===== config.mk =====
export PLATFORM = sky130hd
export DESIGN_NAME = terminal_key_sequence_parser
export DESIGN_NICKNAME = d
export VERILOG_FILES = /design/src/rtl/core/tksp_pkg.sv /design/src/rtl/core/terminal_key_sequence_parser.sv
export SDC_FILE = /design/constraint.sdc
export NUM_CORES = 1
export LEC_CHECK = 0
export BUFFER_PORTS_ARGS = -buffer_cell sky130_fd_sc_hd__buf_2
export CORE_MARGIN = 2
export CORE_UTILIZATION = 40
export CTS_BUF_LIST = sky130_fd_sc_hd__clkbuf_8
export DETAILED_ROUTE_END_ITERATION = 7
export PLACE_DENSITY = 0.6
export SLEW_MARGIN = 0
export SYNTH_ARGS = -nofsm -noshare
export SYNTH_HDL_FRONTEND = slang
export SYNTH_SLANG_ARGS = --single-unit

===== constraint.sdc =====
create_clock -name clk -period 5.1 [get_ports clk]
set_clock_uncertainty 0.15 [all_clocks]
set_input_delay 0 -clock clk [delete_from_list [all_inputs] [get_ports clk]]
set_output_delay 0 -clock clk [all_outputs]
set_load 0.05 [all_outputs]

===== src/rtl/core/tksp_pkg.sv =====
// Shared types, constants and lookup functions of the terminal key sequence parser.
package tksp_pkg;

	localparam int MAX_PARAMS  = 4;
	localparam int DIGIT_LIMIT = 256;

	localparam int PARAM_W = 16;
	localparam int PC_W    = $clog2(MAX_PARAMS + 1);
	localparam int DC_W    = $clog2(DIGIT_LIMIT + 1);

	typedef enum logic [2:0] {
		PH_IDLE  = 3'd0,
		PH_ESC   = 3'd1,
		PH_SS3   = 3'd2,
		PH_CSI   = 3'd3,
		PH_PARAM = 3'd4,
		PH_INTER = 3'd5
	} phase_t;

	localparam logic REQ_DATA = 1'b0;
	localparam logic REQ_GAP  = 1'b1;

	localparam logic KIND_KEY     = 1'b0;
	localparam logic KIND_DISCARD = 1'b1;

	localparam logic [4:0] MOD_NONE    = 5'h00;
	localparam logic [4:0] MOD_CONTROL = 5'h04;
	localparam logic [4:0] MOD_SPECIAL = 5'h10;

	localparam logic [7:0] BYTE_ESC      = 8'h1b;
	localparam logic [7:0] BYTE_CTRL_TOP = 8'h1f;
	localparam logic [7:0] BYTE_CTRL_SET = 8'h40;
	localparam logic [7:0] BYTE_SS3      = 8'h4f;
	localparam logic [7:0] BYTE_CSI      = 8'h5b;
	localparam logic [7:0] BYTE_TILDE    = 8'h7e;
	localparam logic [7:0] BYTE_SEMI     = 8'h3b;
	localparam logic [7:0] PARAM_LO      = 8'h30;
	localparam logic [7:0] PARAM_HI      = 8'h3f;
	localparam logic [7:0] INTER_LO      = 8'h20;
	localparam logic [7:0] INTER_HI      = 8'h2f;
	localparam logic [7:0] PF_LO         = 8'h50;
	localparam logic [7:0] PF_HI         = 8'h54;

	// Function-key number for a CSI "n ~" sequence; unlisted codes give zero.
	function automatic logic [7:0] fkey_map(input logic [PARAM_W-1:0] code);
		logic [7:0] key;
		key = 8'd0;
		if (code >= PARAM_W'(10) && code <= PARAM_W'(15)) begin
			key = 8'(code - PARAM_W'(10));
		end else if (code >= PARAM_W'(17) && code <= PARAM_W'(21)) begin
			key = 8'(code - PARAM_W'(11));
		end else if (code == PARAM_W'(23) || code == PARAM_W'(24)) begin
			key = 8'(code - PARAM_W'(12));
		end
		return key;
	endfunction

	// Key value of an escape result.
	function automatic logic [7:0] escape_key(input logic [7:0] val,
			input logic [PARAM_W-1:0] first);
		logic [7:0] key;
		key = val;
		if (val == BYTE_TILDE) begin
			key = fkey_map(first);
		end else if (val >= PF_LO && val <= PF_HI) begin
			key = val - BYTE_SS3;
		end
		return key;
	endfunction

	// Modifiers of an escape result, taken from the second parameter.
	function automatic logic [4:0] escape_mods(input logic [PARAM_W-1:0] second);
		logic [4:0] mods;
		mods = MOD_SPECIAL;
		if (second >= PARAM_W'(2) && second <= PARAM_W'(16)) begin
			mods = MOD_SPECIAL | 5'(second - PARAM_W'(1));
		end
		return mods;
	endfunction

endpackage


===== src/rtl/core/terminal_key_sequence_parser.sv =====
// Top level of the terminal key sequence parser: byte stream in, key events out.

// The parser takes one terminal byte request per clock on the s_axis side and
// gives at most one key event per request on the m_axis side. A request is held
// in an input register, where short decode logic and the parser state (phase,
// stored CSI parameters, digit accumulator) produce the result, which lands in
// the output register once that register is free; the input register and the
// output register thus lie between a request and its result on m_axis. A new
// request is taken every cycle as long as the output register is empty or
// being drained in the same cycle, so the sustained rate is one request per
// cycle; s_axis_tready follows m_axis_tready combinationally through that
// free-slot check. A gap request (tuser set) closes a pending ESC, ESC O or
// ESC [ prefix as a key event, and gives a discard result while idle or inside
// CSI parameters or intermediates. Control bytes come out with bit 6 set and
// the control flag; escape sequences always carry the special flag with
// modifiers from the second CSI parameter.
module terminal_key_sequence_parser (
	input  logic        clk,
	input  logic        arst_n,
	input  logic        s_axis_tvalid,
	output logic        s_axis_tready,
	input  logic [7:0]  s_axis_tdata,   // [7:0] data_byte
	input  logic [0:0]  s_axis_tuser,   // [0] req_type
	output logic        m_axis_tvalid,
	input  logic        m_axis_tready,
	output logic [15:0] m_axis_tdata,   // [4:0] modifiers, [12:5] key_value, [15:13] zero
	output logic [0:0]  m_axis_tuser    // [0] result_kind
);
	import tksp_pkg::*;

	// Input register stage.
	logic       valid_s1;
	logic       gap_s1;
	logic [7:0] byte_s1;

	// Parser state.
	phase_t             phase_q, phase_d;
	logic [PARAM_W-1:0] fp_q, fp_d;
	logic [PARAM_W-1:0] sp_q, sp_d;
	logic [PC_W-1:0]    pc_q, pc_d;
	logic [PARAM_W-1:0] acc_q, acc_d;
	logic [DC_W-1:0]    dc_q, dc_d;

	// Output register.
	logic       out_valid_q;
	logic       out_kind_q;
	logic [4:0] out_mods_q;
	logic [7:0] out_key_q;

	logic       out_free;
	logic       advance;
	logic       res_valid;
	logic       res_kind;
	logic [4:0] res_mods;
	logic [7:0] res_key;
	logic       do_esc;
	logic [7:0] esc_val;
	logic       do_param;
	logic       is_param;
	logic       is_inter;

	assign out_free      = !out_valid_q || m_axis_tready;
	assign advance       = valid_s1 && out_free;
	assign s_axis_tready = !valid_s1 || advance;

	assign is_param = (byte_s1 >= PARAM_LO) && (byte_s1 <= PARAM_HI);
	assign is_inter = (byte_s1 >= INTER_LO) && (byte_s1 <= INTER_HI);

	always_comb begin
		phase_d   = phase_q;
		fp_d      = fp_q;
		sp_d      = sp_q;
		pc_d      = pc_q;
		acc_d     = acc_q;
		dc_d      = dc_q;
		res_valid = 1'b0;
		res_kind  = KIND_KEY;
		res_mods  = MOD_NONE;
		res_key   = 8'd0;
		do_esc    = 1'b0;
		esc_val   = 8'd0;
		do_param  = 1'b0;

		unique case (phase_q)
			PH_IDLE: begin
				if (gap_s1 == REQ_GAP) begin
					res_valid = 1'b1;
					res_kind  = KIND_DISCARD;
				end else if (byte_s1 == BYTE_ESC) begin
					phase_d = PH_ESC;
				end else if (byte_s1 <= BYTE_CTRL_TOP) begin
					res_valid = 1'b1;
					res_mods  = MOD_CONTROL;
					res_key   = byte_s1 | BYTE_CTRL_SET;
				end else begin
					res_valid = 1'b1;
					res_key   = byte_s1;
				end
			end
			PH_ESC: begin
				if (gap_s1 == REQ_GAP || byte_s1 == BYTE_ESC) begin
					do_esc  = 1'b1;
					esc_val = BYTE_ESC;
				end else if (byte_s1 == BYTE_SS3) begin
					phase_d = PH_SS3;
				end else if (byte_s1 == BYTE_CSI) begin
					phase_d = PH_CSI;
				end else begin
					do_esc  = 1'b1;
					esc_val = byte_s1;
				end
			end
			PH_SS3: begin
				do_esc  = 1'b1;
				esc_val = (gap_s1 == REQ_GAP) ? BYTE_SS3 : byte_s1 - BYTE_SS3;
			end
			PH_CSI: begin
				if (gap_s1 == REQ_GAP) begin
					do_esc  = 1'b1;
					esc_val = BYTE_CSI;
				end else if (is_param) begin
					do_param = 1'b1;
				end else if (is_inter) begin
					phase_d = PH_INTER;
				end else begin
					do_esc  = 1'b1;
					esc_val = byte_s1;
				end
			end
			PH_PARAM: begin
				if (gap_s1 == REQ_GAP) begin
					res_valid = 1'b1;
					res_kind  = KIND_DISCARD;
				end else begin
					do_param = 1'b1;
				end
			end
			PH_INTER: begin
				if (gap_s1 == REQ_GAP) begin
					res_valid = 1'b1;
					res_kind  = KIND_DISCARD;
				end else if (!is_inter) begin
					do_esc  = 1'b1;
					esc_val = byte_s1;
				end
			end
			default: begin
				phase_d = PH_IDLE;
				fp_d    = '0;
				sp_d    = '0;
				pc_d    = '0;
				acc_d   = '0;
				dc_d    = '0;
			end
		endcase

		// A byte inside the parameters either extends the current number or closes it.
		if (do_param) begin
			phase_d = PH_PARAM;
			if (is_param && byte_s1 != BYTE_SEMI) begin
				if (dc_q < DC_W'(DIGIT_LIMIT)) begin
					acc_d = (acc_q << 3) + (acc_q << 1) + PARAM_W'(byte_s1[3:0]);
					dc_d  = dc_q + DC_W'(1);
				end
			end else begin
				if (pc_q < PC_W'(MAX_PARAMS)) begin
					if (pc_q == PC_W'(0)) begin
						fp_d = acc_q;
					end else if (pc_q == PC_W'(1)) begin
						sp_d = acc_q;
					end
					pc_d  = pc_q + PC_W'(1);
					acc_d = '0;
					dc_d  = '0;
				end
				if (!is_param) begin
					phase_d = PH_INTER;
					if (!is_inter) begin
						do_esc  = 1'b1;
						esc_val = byte_s1;
					end
				end
			end
		end

		// The final byte sees the parameters as just stored.
		if (do_esc) begin
			res_valid = 1'b1;
			res_mods  = escape_mods(sp_d);
			res_key   = escape_key(esc_val, fp_d);
		end

		// Every key event returns the parser to a clean idle.
		if (res_valid && res_kind == KIND_KEY) begin
			phase_d = PH_IDLE;
			fp_d    = '0;
			sp_d    = '0;
			pc_d    = '0;
			acc_d   = '0;
			dc_d    = '0;
		end
	end

	always_ff @(posedge clk or negedge arst_n) begin
		if (!arst_n) begin
			valid_s1 <= 1'b0;
		end else if (s_axis_tready) begin
			valid_s1 <= s_axis_tvalid;
		end
	end

	always_ff @(posedge clk) begin
		if (s_axis_tvalid && s_axis_tready) begin
			gap_s1  <= s_axis_tuser[0];
			byte_s1 <= s_axis_tdata;
		end
	end

	always_ff @(posedge clk or negedge arst_n) begin
		if (!arst_n) begin
			phase_q <= PH_IDLE;
			fp_q    <= '0;
			sp_q    <= '0;
			pc_q    <= '0;
			acc_q   <= '0;
			dc_q    <= '0;
		end else if (advance) begin
			phase_q <= phase_d;
			fp_q    <= fp_d;
			sp_q    <= sp_d;
			pc_q    <= pc_d;
			acc_q   <= acc_d;
			dc_q    <= dc_d;
		end
	end

	always_ff @(posedge clk or negedge arst_n) begin
		if (!arst_n) begin
			out_valid_q <= 1'b0;
		end else if (out_free) begin
			out_valid_q <= advance && res_valid;
		end
	end

	always_ff @(posedge clk) begin
		if (advance && res_valid) begin
			out_kind_q <= res_kind;
			out_mods_q <= res_mods;
			out_key_q  <= res_key;
		end
	end

	assign m_axis_tvalid = out_valid_q;
	assign m_axis_tdata  = {3'b000, out_key_q, out_mods_q};
	assign m_axis_tuser  = out_kind_q;

	// A discard never carries a key or modifiers.
	a_discard_empty: assert property (@(posedge clk) disable iff (!arst_n)
		out_valid_q && out_kind_q == KIND_DISCARD |-> out_mods_q == MOD_NONE && out_key_q == 8'd0)
		else $error("discard result with nonzero payload");

	// A key event leaves the parser idle with all parameters cleared.
	a_key_clears: assert property (@(posedge clk) disable iff (!arst_n)
		advance && res_valid && res_kind == KIND_KEY |=>
			phase_q == PH_IDLE && pc_q == '0 && fp_q == '0 && sp_q == '0)
		else $error("parser state not cleared after key event");

	// A held request is never dropped while the output side stalls.
	a_s1_held: assert property (@(posedge clk) disable iff (!arst_n)
		valid_s1 && !advance |=> valid_s1 && $stable(byte_s1) && $stable(gap_s1))
		else $error("stalled request lost from input register");

	// The stored parameter count never passes its limit.
	a_pc_bound: assert property (@(posedge clk) disable iff (!arst_n)
		advance |=> pc_q <= PC_W'(MAX_PARAMS))
		else $error("parameter count past limit");

endmodule

==> impl_metrics.tcl <==
set metrics [dict create \
    outcome "completed" \
    first_iter_violations 540 \
    tightest_slew_ps 878 \
    row_count 46 \
    wl_um 17400 \
    cts_tree "yes" \
    cp-start-kind "flip-flop" \
    maxSlewViolCount 0 \
    rsz0062_at_grt "no" \
    num_io_pins 32 \
    dpl_cell_area_um2 6670 \
    grtUsageMet2_pct 33.9 \
    fmax_mhz 233 \
    min_path_cells 2 \
    cts_buffers 9 \
    synthDominantCellAreaShare_pct 25.7 \
    grtUsageMet3_pct 3.08 \
    switching_share_pct 45.7 \
    die_y_um 130 \
    vias 5476 \
    relSlewSlack_pct 40.0 \
    drv_cap 0 \
    fin_crit_sh_pct 84.1 \
    cpMostUsedCell "a21oi_1" \
    fin_tns_setup_ps 0 \
    yosys_warnings 0 \
    grt_use_total_pct 21.6 \
    synthFlopType "dfrtp_1" \
    io_buffers 28 \
    dieArea_um2 16900 \
    slowest_delay_ps 900 \
    cp_data_arrival_time_ps 4380 \
    pwr_density_cell_nw_per_um2 371 \
    grt_pass1_vias 5226 \
    async_reset_ff_share_pct 73.9 \
    path_depth 13 \
    comb_power_share_pct 43.5 \
    start_util_pct 40.3 \
    holdBufCountCts 13 \
    cp_max_fo 28 \
    seqPwrFrac_pct 35.7 \
    antenna_found_initial 0 \
    clock-sinks 88 \
    p_sw_mw 1.19 \
    grt-ovfl-total 0 \
    clock_power_share_pct 20.8 \
    ff2ff_path_depth 13 \
    cts_setup_buffers 0 \
    grt_use_met1_pct 31.1 \
    grt_pass1_wl_um 28200 \
    ys_top_cells_by_area "dfrtp_1 (26%), edfxtp_1 (11%), ha_1 (9.5%), a22o_1 (5.0%), nand2_1 (3.8%)" \
    area_growth_syn_to_layout_pct 10.6 \
    clk_pin_slew_ps 100 \
    ys_ff_latch 88 \
    setup_viol 0 \
    yosysUniqueCellTypes 82 \
    p_int_mw 1.41 \
    drc_errors 0 \
    viasPerCell 5.91 \
    syn_area_per_cell_um2 9.39 \
    synth_edf_count 23 \
    p_leak_nw 3.07 \
    synthCells 675 \
    crit_chain "nand3b_1 > o31ai_4 > nand3_4 > mux2i_2 > ha_1 > inv_1 > o21ai_0 > a21oi_1 > a21oi_1 > o211ai_1 > mux2_2 > o211a_1 > a21oi_1" \
    critPathBufInv 1 \
    crit_slowest_cell "dfrtp_1" \
    clock_latency_ps 390 \
    crit_path_end_kind "flip-flop" \
    drive_gt1_share_pct 11.8 \
    fp.coreArea_um2 15700 \
    post_cts_resized 0 \
    hp-class "input pin to flip-flop" \
    antenna_cells 0 \
    ir_drop_mv 0.207 \
    gr-max-usage-layer "met2" \
    grt_max_degree 66 \
    wl_per_cell_um 18.8 \
    synth_top_cell_by_area "dfrtp_1" \
    root_buffer "clkbuf_8" \
    design_area_um2 7010 \
    synth_area_um2 6340 \
    synth_most_common_cell "dfrtp_1" \
    drt.antenna.violating_nets 0 \
    required_ps 5190 \
    globalplace.congestion 0.851 \
    synthTopCellsByCount "dfrtp_1 (65), nand2_1 (64), nor2_1 (55), ha_1 (48), o21ai_0 (46)" \
    min_period_ps 4290 \
    die_w_um 130 \
    cts_max_level 3 \
    clockBufferDepth 2 \
    dr.pass1.iters 6 \
    nets 768 \
    hpwl_um 12600 \
    hold_viol 0 \
    worstSetupPathType "flip-flop to flip-flop" \
    ys_seq_area_share_pct 36.6 \
    cp_top_family "compound AO/OA/AOI/OAI gates" \
]
[registers in the layout, indices dropped and copies added, names as in the netlist]
register / count
pc_q: 3
acc_q: 16
out_key_q: 8
fp_q: 16
valid_s1: 1
sp_q: 16
gap_s1: 1
dc_q: 9
byte_s1: 8
m_axis_tuser: 1
out_mods_q: 5
m_axis_tvalid: 1
phase_q: 3
[power groups by stage]
| stage | clock network (mW) | logic, mW | registers [mW] |
|---|---|---|---|
| 3_3_place_gp | 0 | 1.11 | 0.938 |
| 5_1_grt | 0.580 | 1.23 | 0.941 |
| 2_1_floorplan | 0 | 0.676 | 1.07 |
| 4_1_cts | 0.552 | 1.12 | 0.925 |
| 6_report | 0.541 | 1.13 | 0.928 |
| 3_5_place_dp | 0 | 1.10 | 0.940 |
[path summary, 6_finish.rpt]
path | from | endpoint | slack [ps]
max | phase_q[0] | out_key_q[1] | 810
min | s_axis_tdata[2] | byte_s1[2] | 160
max reg2reg | phase_q[0] | out_key_q[1] | 810
min reg2reg | sp_q[3] | sp_q[3] | 340
max in group asynchronous | arst_n | pc_q[2] | 4070
min in group asynchronous | arst_n | acc_q[9] | 170
[cells by family after synthesis]
family                   after synthesis  synth area share (%)
other                                  1                0.0592
flip-flops                            88                  36.6
buffers and inverters                 59                  4.05
AND/OR/NAND/NOR                      225                  18.7
AO/OA/AOI/OAI                        213                  23.9
XOR/XNOR                              19                  2.63
multiplexers                          20                  4.05
adder cells (fa/ha/maj)               50                  10.1
[metal layers]
layer / share of wire, % / vias up
li1: - / 2590
met1: 47 / 2698
met5: 0 / -
met2: 46 / 172
met3: 5.2 / 16
met4: 1.3 / 0
[per-stage QoR]
stage | utilization, % | std cells | setup WS [ps] | hold slack, ps | total power, mW
floorplan | - | 677 | 1570 | -446 | 1.74
global placement | 42.4 | 897 | 1060 | 27.7 | 2.04
detailed placement | 42.4 | 897 | 913 | 28.3 | 2.04
CTS | 44.6 | 926 | 854 | 146 | 2.60
global route | 44.6 | 926 | 453 | 156 | 2.75
finish | 44.6 | 926 | 809 | 157 | 2.60
[placed cells by master (no fill, tap or decap), drive strengths merged, types with 10 or more instances in the layout]
| cell | Yosys | final |
|---|---|---|
| a21oi | 36 | 36 |
| a22o | 36 | 36 |
| and2 | 15 | 15 |
| buf | 12 | 38 |
| dfrtp | 65 | 65 |
| dlygate4sd3 | 0 | 13 |
| edfxtp | 23 | 23 |
| ha | 48 | 48 |
| inv | 25 | 30 |
| mux2i | 11 | 11 |
| nand2 | 64 | 64 |
| nand2b | 12 | 12 |
| nand3 | 12 | 12 |
| nor2 | 55 | 55 |
| nor3 | 13 | 13 |
| nor4 | 10 | 10 |
| o21ai | 47 | 47 |
| o31ai | 16 | 16 |
| xnor2 | 11 | 11 |
[area by class of cell]
type / instances / area, µm²
Fill cell: 1560 / 8700
Clock buffer: 9 / 124
Timing Repair Buffer: 51 / 345
Multi-Input combinational cell: 530 / 3770
Tap cell: 216 / 270
Clock inverter: 7 / 86.3
Inverter: 25 / 93.8
Sequential cell: 88 / 2320
Power figures use the tool's default switching activity.
